$ cat src/design/fsts_pkg.sv
`timescale 1ns / 1ps
// ----------------------------------------------------------------------------
// fsts_pkg
// Shared types and constants for the fair-share task scheduler.
// ----------------------------------------------------------------------------
package fsts_pkg;

  localparam int NUM_TASKS_DEF    = 128;
  localparam int RUNTIME_BITS_DEF = 32;

  localparam int TID_W   = 8;
  localparam int FUNC_W  = 2;
  localparam int STAT_W  = 3;
  localparam int SLICE_W = 8;
  localparam int CRED_W  = 16;
  localparam int CIDX_W  = 2;
  localparam int CDATA_W = 16;

  localparam logic [SLICE_W-1:0] SLICE_RESET  = 8'd20;
  localparam logic [CRED_W-1:0]  CREDIT_RESET = 16'd2;

  // configuration register indexes
  localparam logic [CIDX_W-1:0] REG_SLICE  = 2'd0;
  localparam logic [CIDX_W-1:0] REG_CREDIT = 2'd1;

  // event codes
  localparam logic [FUNC_W-1:0] FN_TICK    = 2'd0;
  localparam logic [FUNC_W-1:0] FN_SUSPEND = 2'd1;
  localparam logic [FUNC_W-1:0] FN_RESUME  = 2'd2;
  localparam logic [FUNC_W-1:0] FN_RESET   = 2'd3;

  // result status codes
  localparam logic [STAT_W-1:0] ST_OK          = 3'd0;
  localparam logic [STAT_W-1:0] ST_BAD_ID      = 3'd1;
  localparam logic [STAT_W-1:0] ST_MISUSE      = 3'd2;
  localparam logic [STAT_W-1:0] ST_RESUMED_CUR = 3'd3;
  localparam logic [STAT_W-1:0] ST_IDLE        = 3'd4;

  typedef enum logic [1:0] {
    S_IDLE,
    S_SCAN,
    S_EXEC
  } state_t;

  // queued-mark update broadcast to every cell; clear wins over set
  typedef struct packed {
    logic             set_a_en;
    logic [TID_W-1:0] set_a_id;
    logic             set_b_en;
    logic [TID_W-1:0] set_b_id;
    logic             clr_en;
    logic [TID_W-1:0] clr_id;
  } qcmd_t;

endpackage

$ cat src/design/fsts_cell.sv
`timescale 1ns / 1ps
// ----------------------------------------------------------------------------
// fsts_cell
// One task slot: holds runtime and queued mark, and folds itself into the
// scan word passed down the chain (least queued key, two runtime lookups and one queued-mark lookup).
// ----------------------------------------------------------------------------
module fsts_cell
  import fsts_pkg::*;
#(
  parameter int RUNTIME_BITS = RUNTIME_BITS_DEF,
  parameter int CELL_ID      = 0
) (
  input  logic                    clk,
  input  logic                    rst,
  input  logic [RUNTIME_BITS-1:0] floor_rt,
  input  logic [TID_W-1:0]        look_a,
  input  logic [TID_W-1:0]        look_b,
  input  logic                    rt_we,
  input  logic [TID_W-1:0]        rt_id,
  input  logic [RUNTIME_BITS-1:0] rt_val,
  input  qcmd_t                   qcmd,
  input  logic                    in_found,
  input  logic [RUNTIME_BITS-1:0] in_key,
  input  logic [TID_W-1:0]        in_id,
  input  logic [RUNTIME_BITS-1:0] in_rt_a,
  input  logic [RUNTIME_BITS-1:0] in_rt_b,
  input  logic                    in_q_b,
  output logic                    out_found,
  output logic [RUNTIME_BITS-1:0] out_key,
  output logic [TID_W-1:0]        out_id,
  output logic [RUNTIME_BITS-1:0] out_rt_a,
  output logic [RUNTIME_BITS-1:0] out_rt_b,
  output logic                    out_q_b
);

  localparam logic [TID_W-1:0]        MY_ID = TID_W'(CELL_ID);
  localparam logic [RUNTIME_BITS-1:0] SIGN  = {1'b1, {(RUNTIME_BITS-1){1'b0}}};

  logic [RUNTIME_BITS-1:0] runtime;
  logic                    queued;
  logic                    queued_next;
  logic [RUNTIME_BITS-1:0] my_key;
  logic                    take;

  // wrap-safe key: distance from floor, sign-biased
  assign my_key = (runtime - floor_rt) ^ SIGN;
  // strict less keeps the lower id on ties
  assign take   = queued && (!in_found || (my_key < in_key));

  always_comb begin
    queued_next = queued;
    if (qcmd.set_a_en && qcmd.set_a_id == MY_ID) queued_next = 1'b1;
    if (qcmd.set_b_en && qcmd.set_b_id == MY_ID) queued_next = 1'b1;
    if (qcmd.clr_en && qcmd.clr_id == MY_ID) queued_next = 1'b0;
  end

  // task state
  always_ff @(posedge clk) begin
    if (rst) begin
      runtime <= '0;
      queued  <= 1'b0;
    end else begin
      if (rt_we && rt_id == MY_ID) runtime <= rt_val;
      queued <= queued_next;
    end
  end

  // scan word stage
  always_ff @(posedge clk) begin
    out_found <= in_found || queued;
    out_key   <= take ? my_key : in_key;
    out_id    <= take ? MY_ID : in_id;
    out_rt_a  <= (look_a == MY_ID) ? runtime : in_rt_a;
    out_rt_b  <= (look_b == MY_ID) ? runtime : in_rt_b;
    out_q_b   <= (look_b == MY_ID) ? queued : in_q_b;
  end

endmodule

$ cat config.mk
export PLATFORM = sky130hd
export DESIGN_NAME = fsts_cell
export DESIGN_NICKNAME = d
export VERILOG_FILES = /design/src/design/fsts_pkg.sv /design/src/design/fsts_cell.sv
export SDC_FILE = /design/constraint.sdc
export NUM_CORES = 1
export LEC_CHECK = 0
export BUFFER_PORTS_ARGS = -buffer_cell sky130_fd_sc_hd__clkbuf_2
export CAP_MARGIN = 20
export CORE_UTILIZATION = 31
export CTS_CLUSTER_DIAMETER = 100
export DETAILED_ROUTE_END_ITERATION = 6
export PLACE_DENSITY = 0.64
export SYNTH_ARGS = -nofsm -noshare
export SYNTH_HDL_FRONTEND = slang
export SYNTH_SLANG_ARGS = --single-unit
export TNS_END_PERCENT = 50
$ cat constraint.sdc
create_clock -name clk -period 8.8 [get_ports clk]
set_clock_uncertainty 0.2 [all_clocks]
set_input_delay 0.88 -clock clk [delete_from_list [all_inputs] [get_ports clk]]
set_output_delay 0.88 -clock clk [all_outputs]
set_load 0.01 [all_outputs]
# [Word level (Yosys, flattened, before mapping)]
# Index checks and enable logic that the tools add are counted.
[totals] output_inout_bits=106 register_bits=139 input_bits=224 word_cells=33
[op_classes] addsub=1 reduce_logical=16 bitwise=1 n_mux=6 n_lt_le_gt_ge=1
[op_table] op="$mux W32" count=3
[op_table] op="$logic_not A8 Y1" count=6
[op_table] op="$lt A32 B32 Y1" count=1
[op_table] op="$sub A32 B32 Y32" count=1
[op_table] op="$logic_and A1 B1 Y1" count=5
[op_table] op="$mux W1" count=3
[op_table] op="$logic_or A1 B1 Y1" count=2
[op_table] op="$reduce_bool A2 Y1" count=1
[op_table] op="$reduce_or A2 Y1" count=1
[op_table] op="$logic_not A1 Y1" count=1
[op_table] op="$not A1 Y1" count=1

# [Depth between registers and ports, before layout]
[depth] depth_word=6 ltp_mapped=20 ltp_nobuf=19

# [Worst setup path before layout]
# Ideal clock, no wire load.
[synth_timing] path_type="input-to-reg" start="input port floor_rt[0]" end="register out_key[30]" setup_time_ps=121 cell_stages=19 arrival_ps=4236 required_time_ps=8479 setup_slack_ps=4244 n_path_buf=1 cell_sequence="ha_1 -> inv_1 -> fa_1 -> a211oi_2 -> nor3_2 -> o211ai_2 -> a21oi_4 -> nor3_4 -> o21ai_0 -> xor2_1 -> ha_1 -> a21o_1 -> nand3_1 -> a21oi_1 -> o21ai_0 -> nand4_1 -> a41oi_1 -> clkbuf_1 -> mux2_2"
[synth_between] elab_chain_len=6
[synth_rtl] element="from (decl)" line_no="fsts_cell.sv:15" text="input logic [RUNTIME_BITS-1:0] floor_rt,"
[synth_rtl] element="$sub A32 B32 Y32 *" line_no="fsts_cell.sv:46" text="assign my_key = (runtime - floor_rt) ^ SIGN;"
[synth_rtl] element="$not A1 Y1 (no source line)"
[synth_rtl] element="$lt A32 B32 Y1" line_no="fsts_cell.sv:48" text="assign take = queued && (!in_found || (my_key < in_key));"
[synth_rtl] element="$logic_or A1 B1 Y1" line_no="fsts_cell.sv:48"
[synth_rtl] element="$logic_and A1 B1 Y1" line_no="fsts_cell.sv:48"
[synth_rtl] element="$mux W32 *" line_no="fsts_cell.sv:71" text="out_key <= take ? my_key : in_key;"
[synth_rtl] element="to (signal assigned)" line_no="fsts_cell.sv:71"
[synth_rtl] element="to (decl)" line_no="fsts_cell.sv:29" text="output logic [RUNTIME_BITS-1:0] out_key,"
# Every way passes the cells marked *; elsewhere a longest branch is shown, timed or not.
# A chain may end at the register's enable or synchronous reset.

# [Final worst setup path]
[layout_timing] start="input port floor_rt[22]" end="register out_key[9]"
[layout_between] elab_chain_len=6
[layout_rtl] element="$sub A32 B32 Y32 *" line_no="fsts_cell.sv:46"
[layout_rtl] element="$not A1 Y1 (no source line)"
[layout_rtl] element="$lt A32 B32 Y1 *" line_no="fsts_cell.sv:48"
[layout_rtl] element="$logic_or A1 B1 Y1 *" line_no="fsts_cell.sv:48"
[layout_rtl] element="$logic_and A1 B1 Y1 *" line_no="fsts_cell.sv:48"
[layout_rtl] element="$mux W32 *" line_no="fsts_cell.sv:71"
# Marks and branches as above.

==> impl_metrics.yaml <==
global_route:
  grt_max_degree: 35
  grt_first_pass_wirelength_um: 34090
  grt_usage: 0.1883
  grt_pass1_vias: 6511
  antenna_found_initial: 0
  grt_overflow: 0
critical_path:
  slowest_delay_ns: 0.45
  worstSetupPathType: "input port to register"
  start_kind: "input port"
  slowest_stage: "ha_1"
  end_kind: "register"
  critPathTopFamily: "compound AO/OA/AOI/OAI gates"
  crit_fanout: 32
  cp_data_arrival_time_ns: 5.21
  path_buf_inv: 3
  cp.required_ns: 8.90
  crit_chain: "clkbuf_2 -> inv_1 -> ha_1 -> nand2_1 -> nor4_1 -> nand4_1 -> a21oi_1 -> nor2_1 -> o211a_1 -> xnor2_1 -> ha_1 -> a21oi_1 -> o21ai_0 -> o21ai_0 -> nand4_1 -> a41oi_4 -> buf_4 -> mux2_2"
floorplanning:
  core.rowCount: 55
  initial_utilization: 0.3161
  core-area_um2: 22570
  die_h_um: 153.7
  die_area_um2: 23630
  ioPinCount: 330
  dieWidth_um: 153.7
cells_and_area:
  instances_no_fill: 1383
  fin_nets: 1372
  final_layout_size_suffix_gt1_frac: 0.4308
  fin_util: 0.4268
  antenna_cells: 0
  synthToLayoutAreaGrowth_pct: 35.04
clock_network:
  postCtsSetupRepairBufs: 0
  clkSlewWorstSetupHoldPaths_ns: 0.06
  h-tree-depth: 4
  insertion_delay_ns: 0.43
  cts_tree: "done"
  ctsHoldBuffers: 0
  cts_root_buffer: "clkbuf_16"
  cts.sinks: 139
  cts_resized: 0
  numCtsBuffers: 17
  clockBufferDepth: 2
routing:
  ant_nets: 0
  wirelength_um: 22210
  wl_per_cell_um: 16.06
  first_iter_violations: 278
  vias_per_cell: 4.764
  drc_errors: 0
  dr_total_vias: 6589
  dr.pass1.iters: 4
timing:
  setup-violations-final: 0
  slew_viol_final: 0
  worstMarginPinSlew_ns: 0.8901
  setup_tns_ns: 0
  slew_headroom: 0.4045
  rsz0062_at_grt: "false"
  fin_crit_sh: 0.5805
  hold_viol: 0
  period_needed_ns: 5.108
  fmax_ghz: 0.1958
synth:
  synthesis.nets: 1048
  yosysSeqAreaShare: 0.3900
  synth_ff_type: "dfxtp_1"
  yosysTopAreaCell: "dfxtp_1"
  ys_ff_latch: 139
  synth.top_cell.area_share: 0.3900
  synth_top_cells_by_area: "dfxtp_1 (39%), mux2_2 (15%), ha_1 (11%)"
  synth_async_sr_flop_share: 0
  syn_avg_cell_area_um2: 9.375
  netlist_instances: 761
  yosys_warnings: 0
  ys_types: 62
  synth_edf_count: 0
  netlist_area_um2: 7134
placement:
  dp_hpwl_um: 17870
  gp_congestion: 0.8827
  placedCellCount: 1351
  port-buffer-count: 329
power:
  power.static_leakage_nw: 4.795
  ir_drop_mv: 0.1102
  powerDensity_nw_per_um2: 162.4
  power_w: 0.001565
status:
  status: "complete, no violations"
hold_path:
  hp-class: "register to register"
run:
  maxCapViolations: 0
[state kept, by name (all words and copies together), names as in the netlist]
name,flops
out_found,1
out_id,8
out_key,32
out_q_b,1
out_rt_a,32
out_rt_b,32
queued,1
runtime,32
[final timing paths]
check               start    endpoint  slack [ns]  cells past startpoint
max          floor_rt[22]  out_key[9]        3.69                     18
min            runtime[0]  runtime[0]        0.26                      2
max reg2reg    runtime[0]  out_key[9]        3.82                     20
min reg2reg    runtime[0]  runtime[0]        0.26                      2
[kinds of logic (layout without fill, tap and decap cells)]
| kind of cell | count (synthesis) | in the layout | share of synthesized area |
|---|---|---|---|
| and+or+nand+nor | 189 | 189 | 0.1254 |
| AOI/OAI and AO/OA | 150 | 150 | 0.1322 |
| DFF | 139 | 139 | 0.3900 |
| muxes | 96 | 96 | 0.1517 |
| buffers and inverters | 94 | 431 | 0.05121 |
| adders and majority gates | 63 | 63 | 0.1115 |
| xor gates and xnor gates | 30 | 30 | 0.03788 |
[where the power goes]
group	switching, W	total [W]	internal [W]
Combinational	0.0000960	0.000196	0.000100
Clock	0.000311	0.000705	0.000395
Sequential	0.00000763	0.000663	0.000656
Total	0.000414	0.00156	0.00115
[cell type report]
type | count | area (um^2)
Tap cell | 285 | 356.6
Clock buffer | 18 | 429.2
Multi-Input combinational cell | 528 | 4008
Fill cell | 2298 | 12940
Clock inverter | 14 | 133.9
Sequential cell | 139 | 2783
Timing Repair Buffer | 333 | 1677
Inverter | 66 | 247.7
[through the flow]
stage                     worst slack [ns]  cell area, um^2  hold WS, ns
after CTS                            3.656             9634       0.2636
after detailed placement             3.200             9071       0.2540
final                                3.692             9634       0.2609
after floorplan                      4.244             7134       0.2363
after global routing                 3.254             9634       0.2863
after global placement               3.229             9071       0.2453
[metal layers]
| metal | routed length (um) | global-route usage |
|---|---|---|
| met5 | 0 | 0 |
| met4 | 488 | 0.06905 |
| met3 | 1061 | 0.04284 |
| met2 | 10540 | 0.3152 |
| met1 | 10120 | 0.2357 |
[tightest hold or removal path, cell delays in order (launching register included)]
cell,delay (ns)
dfxtp_1,0.31
nand2_1,0.05
a21oi_1,0.05
[cells in the final DEF (no fill, tap or decap), drive strengths merged, types with 3 or more instances in the layout]
cell type	synthesis	final
clkbuf	18	347
dfxtp	139	139
mux2	94	94
nand2	93	93
a21oi	77	77
inv	66	72
ha	62	62
o21ai	25	25
nor2	23	23
xnor2	17	17
nand3	13	13
xor2	13	13
nor4	13	13
nor2b	13	13
a21o	12	12
nor3	9	9
nand4	7	7
nand2b	5	5
clkinv	0	5
buf	10	4
a211oi	4	4
a31oi	3	3
and3	3	3
o21bai	3	3
nand3b	3	3
and2	3	3
o211ai	3	3
[synthesized netlist by cell type (3+ instances only)]
cell	count
a211oi_1	3
a21o_1	11
a21oi_1	76
a31oi_1	3
and3_1	3
buf_1	3
buf_2	7
clkbuf_1	15
clkbuf_2	3
dfxtp_1	139
ha_1	62
inv_1	66
mux2_2	92
nand2_1	93
nand2b_1	5
nand3_1	13
nand3b_1	3
nand4_1	7
nor2_1	23
nor2b_1	13
nor3_1	7
nor4_1	13
o21ai_0	24
o21bai_1	3
xnor2_1	16
xor2_1	13
Power figures use the tool's default switching activity.
